[src/rtl/cmwc_pkg.sv]
package cmwc_pkg;

  // default lag table depth
  localparam int CMWC_TABLE_DEPTH = 4096;

  // multiplier, base and reset words of the generator
  localparam logic [15:0] CMWC_MULT        = 16'd18782;
  localparam logic [31:0] CMWC_BASE        = 32'hffff_fffe;
  localparam logic [31:0] CMWC_CARRY_RESET = 32'd362436;
  localparam logic [31:0] CMWC_PHI_RESET   = 32'h9e37_79b9;

  // controller states
  typedef enum logic [1:0] {
    ST_IDLE,
    ST_MUL,
    ST_FIN,
    ST_SEED
  } ctrl_state_t;

endpackage

[src/rtl/cmwc_draw_unit.sv]
module cmwc_draw_unit (
  input  logic        clk,
  input  logic        load,
  input  logic [31:0] word,
  input  logic [31:0] carry,
  output logic [31:0] x,
  output logic [31:0] carry_next
);

  logic [47:0] prod;
  logic [31:0] hi;
  logic [32:0] sum;
  logic        co;

  // multiply-add stage
  always_ff @(posedge clk) begin
    if (load) begin
      prod <= 48'(cmwc_pkg::CMWC_MULT) * 48'(word) + 48'(carry);
    end
  end

  // carry fold and complement
  assign hi         = {16'd0, prod[47:32]};
  assign sum        = {1'b0, prod[31:0]} + {1'b0, hi};
  assign co         = sum[32];
  assign x          = cmwc_pkg::CMWC_BASE - sum[31:0] - {31'd0, co};
  assign carry_next = hi + {31'd0, co};

endmodule

[config.mk]
export PLATFORM = sky130hd
export DESIGN_NAME = cmwc_draw_unit
export DESIGN_NICKNAME = d
export VERILOG_FILES = /design/src/rtl/cmwc_pkg.sv /design/src/rtl/cmwc_draw_unit.sv
export SDC_FILE = /design/constraint.sdc
export NUM_CORES = 1
export LEC_CHECK = 0
export BUFFER_PORTS_ARGS = -buffer_cell sky130_fd_sc_hd__buf_2
export CELL_PAD_IN_SITES_DETAIL_PLACEMENT = 1
export CELL_PAD_IN_SITES_GLOBAL_PLACEMENT = 1
export CORE_MARGIN = 2
export CORE_UTILIZATION = 44
export CTS_BUF_LIST = sky130_fd_sc_hd__clkbuf_8
export DETAILED_ROUTE_END_ITERATION = 7
export PLACE_DENSITY = 0.78
export SLEW_MARGIN = 15
export SYNTH_ARGS = -nofsm -noshare
export SYNTH_HDL_FRONTEND = slang
export SYNTH_SLANG_ARGS = --single-unit
export TNS_END_PERCENT = 20
[constraint.sdc]
create_clock -name clk -period 6.89 [get_ports clk]
set_input_delay 0 -clock clk [delete_from_list [all_inputs] [get_ports clk]]
set_output_delay 0 -clock clk [all_outputs]
set_load 0.1 [all_outputs]
After elaboration in Yosys (flattened, before gate mapping)
Index checks and enable logic that the tools add are counted.

Register bits after elaboration: 48. Bits in latches: 0. RAM bits: 0. Bits in read-only memories: 0. Bits of input ports: 66. Output and inout bits: 64. Word-level logic and storage cells: 7. Memories kept: 0.

Add/subtract/negate cells: 5. Multiply operators: 1. Divide/modulo/power cells: 0. Magnitude comparators: 0. Equal/unequal tests: 0. Shift-type cells: 0. Multiplexer cells: 0. Bitwise logic cells: 0. Reductions and logical operators: 0.

Operators with widths (count): 47-bit by 32-bit adder with 48-bit output (1); 14-bit by 32-bit multiplier with 46-bit output, first input constant (1); 32-bit by 16-bit adder with 33-bit output (1); 32-bit by 1-bit subtractor with 32-bit output (1); 32-bit subtractor, first input constant (1); 16-bit by 1-bit adder with 17-bit output (1).

Logic depth before layout (Yosys ltp)
Depth after elaboration: 3. Depth in mapped cells: 32. Gate-level depth less buffers: 31.

Least setup slack after synthesis
Ideal clock, no wire load.

Path kind: in2reg. Start point: input port word[8]. End point: register prod[46] (data pin). Library setup time: 0.271 ns. Arrival: 6.497 ns. Data required time: 6.619 ns. Slack: 0.122 ns. Stages: 30. Path buffers: 0. Path through: ha_1 -> inv_1 -> fa_1 -> inv_1 -> fa_1 -> inv_1 -> fa_1 -> inv_1 -> fa_1 -> inv_1 -> fa_1 -> inv_1 -> ha_1 -> nand4_1 -> nor3_1 -> a21o_1 -> or2_2 -> a21oi_1 -> xnor2_1 -> ha_1 -> nand4_1 -> nor3_1 -> o2111ai_1 -> nand4_1 -> a31o_2 -> a31oi_1 -> o21ai_0 -> and3_1 -> nor4bb_1 -> xor2_1.

Word-level cells in the longest chain between the ends: 2.

Ends and longest elaborated chain: start, declared (RTL line cmwc_draw_unit.sv:4) `input logic [31:0] word,`; 14-bit by 32-bit multiplier with 46-bit output (RTL line cmwc_draw_unit.sv:18) `prod <= 48'(cmwc_pkg::CMWC_MULT) * 48'(word) + 48'(carry);`; 47-bit by 32-bit adder with 48-bit output (RTL line cmwc_draw_unit.sv:18); end signal, assigned (RTL line cmwc_draw_unit.sv:18); end, declared (RTL line cmwc_draw_unit.sv:10) `logic [47:0] prod;`.

No other way between the ends. A chain may end at the register's enable or synchronous reset.

Final worst setup path
Start point: input port word[9]. End point: register prod[43] (data pin).

Same word-level chain as after synthesis.

==> reports/results.txt <==
Fin nets = 2351
Full die area = 34600 um2
Antenna fix cells = 0
Starting density of the core = 44.8%
HP Class = in -> reg
DR WL/cell = 18.8 um
Num CTS Buffers = 5
CP peak stage delay = 550 ps
Worst EP required = 6950 ps
Vias in the first global route = 13544
IO Port Bufs = 114
Kind of critical path = in -> reg
Relative slew margins = 30.5%
Biggest regs = prod (48)
Pin slew with the least headroom to its limit = 1040 ps
Max FFs per register = 48
Total routed wirelength = 43000 um
First-pass GRT wire length = 69000 um
Die Span Y = 186 um
Gr usage total = 25.3%
RSZ-0062 raised after global routing = yes
Die Wd = 186 um
GP Congestion = 0.873
Area grow syn2layout = 15.8%
Final hold slack = 56.9 ps
# IOs = 130
Largest net degree at the start of global routing = 49
Cells after Synth = 1607
TritonCTS Sinks = 48
Post-route clock period utilization = 96.2%
Startpoint types = input pin
Fmax = 151 MHz
Final Max Slew Viols = 0
CORE AREA = 32500 um2
Fillcell total = 3888
Final Util = 51.8%
Root Driver = clkbuf_8
Hpwl dp = 38800 um
Sequential element share of the synthesized area = 9.90%
Area of the multi-input gates = 12000 um2
Min Tclk post-route = 6630 ps
Vias = 12321
ANT nets after route = 0
Biggest register = prod
Setup WS pre-CTS = -354 ps
Pre-antenna DRT Iters = 5
Iter 0 DRT Violations = 419
Via density = 5.38
# rows = 66
Final setup vio count = 0
Critical Path End Type = flop
Slowest CP cell = fa_1
Syn_area_per_cell = 9.06 um2
#FFs+latches synth = 48
Yosys warning total = 0
GRT Residual Overflow = 0
MaxCap Viol Count = 0
Layout cell share with drive strength beyond 1 = 16.8%
Distinct cells, synth = 82
CTS Buffer Depth = 2
Htree depth = 2
Initial antenna violation count = 0
CP max FO = 7
Number of synthesized flops with an enable pin = 48
Clock-pin transition on the worst setup and hold timing paths = 90 ps
WP data arrival = 6690 ps
Commonest register cell after synthesis = edfxtp_1
Synth async-reset ratio = 0%
Mapped cell area = 14600 um2
DRC Markers = 0
Final hold vios = 0
Sequential Area = 1440 um2
Run status = complete, no violations
CTS tree = done
Final WS setup = 261 ps
## placed cells by master (no fill, tap or decap), types with 9 or more instances in the layout
cell	count
a211oi_1	13
a21o_1	35
a21oi_1	85
and2_1	15
and3_1	17
buf_2	114
buf_4	139
conb_1	15
edfxtp_1	48
fa_1	170
ha_1	265
inv_1	300
nand2_1	96
nand2b_1	9
nand3_1	23
nand4_1	22
nor2_1	62
nor2b_1	10
nor3_1	21
o211ai_1	11
o21a_1	14
o21ai_0	55
o21bai_1	11
or2_2	9
xnor2_1	85
xor2_1	54
## worst paths after layout
| check | cells after the start | endpoint | start | slack [ps] |
|---|---|---|---|---|
| hold / removal | 2 | prod[2]$_DFFE_PP_ | carry[2] | 60 |
| setup / recovery | 32 | prod[43]$_DFFE_PP_ | word[9] | 260 |
## cells by family (layout without fill, tap and decap cells)
kind of cell    count (synthesis)  after routing  share of synthesized area [%]
compound gates                311            311                           14.1
xor+xnor                      141            141                           8.48
fa+ha+maj                     437            437                           46.3
buf+inv                       335            563                           9.27
flops                          48             48                           9.90
mux                             2              2                          0.146
other cells                     1             15                         0.0257
simple gates                  332            332                           11.8
## cells in the mapped netlist (5+ instances only)
library cell  number  area, um2
a211oi_1          13       97.6
nand4_1           22        138
o21ai_0           62        310
nor2b_1           10       62.6
nor4_1             9       56.3
a21o_1            35        263
inv_1            300       1130
a21oi_1           88        440
xor2_1            55        482
o21a_1            14        105
xnor2_1           86        753
nor3_1            25        125
edfxtp_1          48       1440
and2_1            15       93.8
ha_1             267       3340
and4_1             5       43.8
o211ai_1          11       82.6
buf_4             15        113
clkbuf_1          16       60.1
nor2_1            62        233
or2_2              9       56.3
o31ai_1            7       52.6
nand3_1           24        120
a31oi_1            9       56.3
fa_1             170       3400
a41oi_1            8       70.1
o21bai_1          11       82.6
nand2b_1           9       56.3
nand2_1           96        360
and3_1            18        113
## through the flow
| stage | setup TNS [ps] | area (um2) | cells |
|---|---|---|---|
| 5_1_grt | -1040 | 16900 | 2291 |
| 6_report | 0 | 16900 | 2291 |
| 2_1_floorplan | 0 | 14600 | 1621 |
| 3_5_place_dp | -3760 | 16500 | 2279 |
| 3_3_place_gp | -761 | 16500 | 2279 |
| 4_1_cts | 0 | 16700 | 2289 |
## per-layer routing
metal	track usage, %	routed length [um]	vias to the layer above
met4	7.78	1210	0
li1	-	-	5926
met2	47.6	22200	216
met3	1.47	945	68
met1	30.9	18700	6111
met5	0	0	-
## cell type report
cell class	instances	share of cell area, %
Clock buffer	5	0.408
Clock inverter	3	0.252
Timing Repair Buffer	255	9.69
Inverter	300	6.68
Sequential cell	48	8.54
Multi-Input combinational cell	1238	71.2
Tap cell	442	3.28
## worst max-delay path, delay by kind of cell
family / cells / cell delay (ps)
AOI/OAI and AO/OA: 6 / 820
xor gates and xnor gates: 2 / 190
adders and majority gates: 8 / 3510
buffers and inverters: 10 / 1090
and+or+nand+nor: 6 / 1060
## what timing repair did
| action | 4_1_cts | 5_1_grt |
|---|---|---|
| pin swaps | 0 | 10 |
| resized for setup | 1 | 35 |
| setup endpoints to repair | 1 | 23 |
| endpoints found under the hold margin | 2 | 0 |
| hold buffers | 2 | 0 |
| setup buffers | 0 | 2 |
Power is not shown: default switching activity piles up to over one toggle a cycle in this logic, so the estimate is an artifact.
