<file path="src/rtl/cmwc_pkg.sv">
package cmwc_pkg;

  // default lag table depth
  localparam int CMWC_TABLE_DEPTH = 4096;

  // multiplier, base and reset words of the generator
  localparam logic [15:0] CMWC_MULT        = 16'd18782;
  localparam logic [31:0] CMWC_BASE        = 32'hffff_fffe;
  localparam logic [31:0] CMWC_CARRY_RESET = 32'd362436;
  localparam logic [31:0] CMWC_PHI_RESET   = 32'h9e37_79b9;

  // controller states
  typedef enum logic [1:0] {
    ST_IDLE,
    ST_MUL,
    ST_FIN,
    ST_SEED
  } ctrl_state_t;

endpackage

</file>
<file path="src/rtl/cmwc_seed_fill.sv">
module cmwc_seed_fill #(
  parameter int TABLE_DEPTH = cmwc_pkg::CMWC_TABLE_DEPTH,
  localparam int IW = $clog2(TABLE_DEPTH)
) (
  input  logic          clk,
  input  logic          rst,
  input  logic          go,
  input  logic [31:0]   seed,
  input  logic [31:0]   phi,
  output logic          we,
  output logic [IW-1:0] waddr,
  output logic [31:0]   wdata,
  output logic          last
);

  logic          active;
  logic [IW-1:0] k;
  logic [31:0]   seed_q;
  logic [31:0]   w3;
  logic [31:0]   w2;
  logic [31:0]   w1;

  // word for the current position
  always_comb begin
    if (k == IW'(0)) begin
      wdata = seed_q;
    end else if (k == IW'(1)) begin
      wdata = seed_q + phi;
    end else if (k == IW'(2)) begin
      wdata = seed_q + {phi[30:0], 1'b0};
    end else begin
      wdata = w3 ^ w2 ^ phi ^ {{(32-IW){1'b0}}, k};
    end
  end

  assign we    = active;
  assign waddr = k;
  assign last  = active && (k == IW'(TABLE_DEPTH - 1));

  // sweep control
  always_ff @(posedge clk) begin
    if (rst) begin
      active <= 1'b0;
      k      <= '0;
    end else if (go) begin
      active <= 1'b1;
      k      <= '0;
    end else if (active) begin
      if (last) begin
        active <= 1'b0;
      end
      k <= k + 1'b1;
    end
  end

  // seed word and the last three words written
  always_ff @(posedge clk) begin
    if (go) begin
      seed_q <= seed;
    end
    if (active) begin
      w3 <= w2;
      w2 <= w1;
      w1 <= wdata;
    end
  end

endmodule

</file>
<file path="config.mk">
export PLATFORM = sky130hd
export DESIGN_NAME = cmwc_seed_fill
export DESIGN_NICKNAME = d
export VERILOG_FILES = /design/src/rtl/cmwc_pkg.sv /design/src/rtl/cmwc_seed_fill.sv
export SDC_FILE = /design/constraint.sdc
export NUM_CORES = 1
export LEC_CHECK = 0
export ABC_CLOCK_PERIOD_IN_PS = 3800
export BUFFER_PORTS_ARGS = -buffer_cell sky130_fd_sc_hd__buf_4
export CORE_AREA = 2 2 133 135
export CTS_BUF_LIST = sky130_fd_sc_hd__clkbuf_16
export CTS_CLUSTER_DIAMETER = 30
export DETAILED_ROUTE_END_ITERATION = 12
export DIE_AREA = 0 0 135 137
export PLACE_DENSITY = 0.76
export SLEW_MARGIN = 5
export SYNTH_ARGS = -nofsm -noshare
export SYNTH_HDL_FRONTEND = slang
export SYNTH_SLANG_ARGS = --single-unit
</file>
<file path="constraint.sdc">
create_clock -name clk -period 3.8 [get_ports clk]
set_input_delay 0.19 -clock clk [delete_from_list [all_inputs] [get_ports clk]]
set_output_delay 0.19 -clock clk [all_outputs]
set_load 0.005 [all_outputs]
</file>
# After elaboration in Yosys (flattened, before gate mapping)
# Cells that the tools add are included.
[word_totals]
rom_bits = 0
mem_count = 0
latchBits = 0
in_bits = 67
out_inout_bits = 46
ram_bits = 0
word_cells = 24
regBits = 141
[op_classes]
multipliers = 0
n_addsub = 3
bitwise = 3
div_mod_pow = 0
order_cmp = 0
n_reduce_logical = 3
eq_ne = 3
mux = 6
shifts = 0
[op_table]
columns = ["cell", "count"]
rows = [
  ["32-bit two-way mux", 3],
  ["32-bit adder", 2],
  ["32-bit XOR", 2],
  ["32-bit by 12-bit XOR with 32-bit output", 1],
  ["12-bit by 1-bit adder with 12-bit output (second input constant)", 1],
  ["12-bit by 1-bit == test with 1-bit output (second input constant)", 1],
  ["12-bit == test (second input constant)", 1],
  ["12-bit by 2-bit == test with 1-bit output (second input constant)", 1],
  ["12-bit zero test", 1],
  ["1-bit two-way mux", 3],
  ["2-bit OR reduction", 1],
  ["1-bit logical AND", 1],
]

# Depth between registers and ports, before layout
[depth]
word_depth = 6
ltp_mapped = 12

# Worst setup path before layout
# Ideal clock, no wire load.
[synth_path]
path_type = "register -> register"
startpoint = "register active, in the netlist we"
endpoint = "register k[7], in the netlist waddr[7]"
stages_incl_launch_ff = 7
period_less_slack_ns = 3.524
setup_slack_ns = 0.276
arrival_time_ns = 3.397
cell_sequence = "dfxtp_1 -> clkbuf_1 -> nand4_1 -> nor2_1 -> nand2_1 -> xor2_1 -> nor2_1"
[synth_lines]
columns = ["item", "line", "source"]
rows = [
  ["start: declaration", "cmwc_seed_fill.sv:16", "logic active;"],
  ["start signal: assignment", "cmwc_seed_fill.sv:43", "active <= 1'b0;"],
  ["start signal: assignment", "cmwc_seed_fill.sv:46", "active <= 1'b1;"],
  ["start signal: assignment", "cmwc_seed_fill.sv:50", "active <= 1'b0;"],
  ["end signal: assignment", "cmwc_seed_fill.sv:52", "k <= k + 1'b1;"],
  ["end: declaration", "cmwc_seed_fill.sv:17", "logic [IW-1:0] k;"],
]

# Worst setup path in the final report
[layout_path]
startpoint = "register seed_q[11]"
endpoint = "output wdata[31]"
[layout_between]
elab_chain_cells = 4
word_cells_on_any_way = 5
[layout_rtl]
columns = ["item", "line", "source"]
rows = [
  ["start: declaration", "cmwc_seed_fill.sv:18", "logic [31:0] seed_q;"],
  ["start signal: assignment", "cmwc_seed_fill.sv:59", "seed_q <= seed;"],
  ["32-bit adder", "cmwc_seed_fill.sv:30", "wdata = seed_q + {phi[30:0], 1'b0};"],
  ["32-bit two-way mux", "cmwc_seed_fill.sv:29", "end else if (k == IW'(2)) begin"],
  ["32-bit two-way mux (*)", "cmwc_seed_fill.sv:27", "end else if (k == IW'(1)) begin"],
  ["32-bit two-way mux (*)", "cmwc_seed_fill.sv:25", "if (k == IW'(0)) begin"],
  ["end: declaration", "cmwc_seed_fill.sv:12", "output logic [31:0] wdata,"],
]
# Every way passes the cells marked *; elsewhere a longest branch is shown, timed or not.

==> flow_summary.ini <==
[status]
run_status = completed

[setup_path]
rr_startpoint = seed_q[11]
crit_type = register to output pin
reg2reg_to = w1[31]
startpoint_type = register
critPathArrivalTime_ns = 3.49
worstRegToRegCells = 10
reg2reg_slack_ns = 0.63
cp-startpoint = seed_q[11]
end_kind = output pin
path_max_fanout = 5
critPathRequiredTime_ns = 3.61

[placed_design]
pre_cts_ws_ns = 0.410
place_congestion = 0.896
portBuffers = 112
dp.final_hpwl_um = 16900
dp_cells = 1199

[synthesis]
synth_seq_area_share_pct = 44.8
synth_cells = 884
synth_commonest_cells = edfxtp_1 (128), a21oi_1 (93), xnor2_1 (92)
ys_ff_latch = 141
synthesis.nets = 1018
synth.most_common_cell = edfxtp_1
synth_edf_count = 128
synth_top_cell_area_share_pct = 42.0
synth_area_leaders = edfxtp_1 (42%), ha_1 (8.9%), xnor2_1 (8.8%)
dominantRegCellSynth = edfxtp_1
syn_area_um2 = 9160
avgSynthCellArea_um2 = 10.4
synth_top_cell_by_area = edfxtp_1
yosysUniqueCellTypes = 69
asyncSetResetFlopFracSynth_pct = 0
ys_warn_count = 0

[power]
powerDensity_nw_per_um2 = 424
power.leakage_uw = 0.00437
peakVddDrop_mv = 0.334

[sta]
fin_crit_sh_pct = 96.7
worst_pin_slew_ns = 0.965
setup_viol = 0
max_freq_mhz = 272
holdWs_ns = 0.282
hold_viol = 0
rsz0062_at_grt = yes
maxSlewViolCount = 0
timing.slew.headroom_pct = 35.4
finalClockSkew_ns = 0.00701
post-route-min-period_ns = 3.68
fin_setup_tns_ns = 0
setup_slack_ns = 0.124

[clock_tree]
cts_sinks = 141
cts-root-buf = clkbuf_16
h-tree-depth = 4
clk_latency_ns = 0.43
path_clk_slew_ns = 0.06
cts_tree = yes
numCtsBuffers = 17
ctsLongestPathBuffers = 2

[layout]
instances_no_fill = 1267
areaGrowthSynthToFinish_pct = 23.0
post-route-util_pct = 66.1
nFillCells = 1358
drive_gt1_share_pct = 18.4
num_antenna_cells = 0
nets = 1163

[floorplan]
die_y_um = 137
row_count = 48
ios = 113
core-area_um2 = 17100
initial_utilization_pct = 53.7
die_w_um = 135
die_area_um2 = 18500

[min_path]
hold_path_class = input port to register
holdCritStartpoint = go
holdPathEnd = seed_q[19]
hold_depth = 1

[grt]
grt.total_usage_pct = 26.2
grt_pass1_vias = 7266
grt-ovfl-total = 0
grt_pass1_wl_um = 37500
grt_max_degree = 52
antenna_found_initial = 0

[drt]
drt_iter0_markers = 565
drt-total-wl_um = 23700
detail-route-antenna-nets = 0
num_vias = 7464
first_pass_iters = 5
wl_per_cell_um = 18.7
post-route-drc-count = 0
via_per_inst = 5.89

[job]
cap_violations = 0
registers in the layout, indices dropped and copies added, names as in the netlist:
| name | flops |
|---|---|
| seed_q | 32 |
| w1 | 32 |
| w2 | 32 |
| w3 | 32 |
| waddr | 12 |
| we | 1 |
worst max-delay path, stage by stage, from the launching register on:
cell	delay [ns]
edfxtp_1	0.45
ha_1	0.41
nand4_1	0.19
nor2_2	0.20
nand4_1	0.16
o211ai_2	0.31
a41oi_2	0.22
a311oi_2	0.31
xnor2_1	0.18
nor3_1	0.07
a2111o_1	0.40
buf_4	0.15
per-stage QoR:
| stage | instance area [um^2] | power [uW] |
|---|---|---|
| global placement | 10200 | 3050 |
| floorplan | 9160 | 2700 |
| CTS | 11200 | 4750 |
| finish | 11300 | 4770 |
| detailed placement | 10200 | 3060 |
| global route | 11300 | 4980 |
final cells by class:
class                      instances  area, um^2  area share (%)
multi-input combinational        688        4910            43.6
sequential                       141        4110            36.5
timing repair buffer             161        1300            11.6
clock buffer                      17         425            3.78
tap                              225         282            2.50
clock inverter                    15         164            1.45
inverter                          20        75.1           0.666
repair_timing:
| item | in CTS | in global routing |
|---|---|---|
| pin swaps | 0 | 7 |
| endpoints found under the setup margin | 5 | 10 |
| cloned | 0 | 0 |
| hold buffers | 33 | 0 |
| gates resized for setup | 3 | 16 |
| endpoints found under the hold margin | 33 | 0 |
| setup buffers | 1 | 2 |
how the worst max path moves through the flow:
stage / to / slack [ns] / depth (start not counted)
floorplan: waddr[7] / 0.28 / 6
global placement: wdata[29] / 0.42 / 12
detailed placement: wdata[29] / 0.41 / 12
CTS: wdata[20] / 0.005 / 13
global route: wdata[31] / -0.03 / 13
finish: wdata[31] / 0.12 / 11
cell usage in the layout, fill, tap and decap left out, types with 8 or more instances in the layout:
cell	count
inv_1	20
nor2_1	63
o211ai_1	15
o21bai_1	8
xor2_1	45
nand3_1	16
and3_1	11
o21a_1	10
o21ai_1	9
ha_1	64
xnor2_1	92
a21oi_1	89
buf_4	127
nand4_1	15
clkbuf_16	17
a21o_1	22
dlygate4sd3_1	33
a31oi_1	11
a211oi_1	9
edfxtp_1	128
dfxtp_1	12
nand2_1	67
o21ai_0	45
power by group:
group,switching (uW),internal [uW],leakage (uW)
clock network,694,974,0.000275
registers,61.1,1820,0.00133
logic,673,550,0.00276
logic make-up (layout without fill, tap and decap cells):
| kind of cell | Yosys count | after routing | share of synthesized area, % |
|---|---|---|---|
| adders and majority gates | 67 | 67 | 9.32 |
| buffers and inverters | 55 | 213 | 2.51 |
| DFF | 141 | 141 | 44.8 |
| muxes | 3 | 3 | 0.328 |
| xor gates and xnor gates | 137 | 137 | 13.1 |
| and+or+nand+nor | 206 | 206 | 10.6 |
| AOI/OAI and AO/OA | 275 | 275 | 19.3 |
routing by layer:
layer	global-route usage [%]	vias to the layer above	routed length (um)
met5	0	-	0
met4	9.72	0	596
met3	3.67	46	1160
met2	42.4	244	11100
met1	36.2	3584	10900
li1	-	3590	-
(Power assumes the default switching activity.)
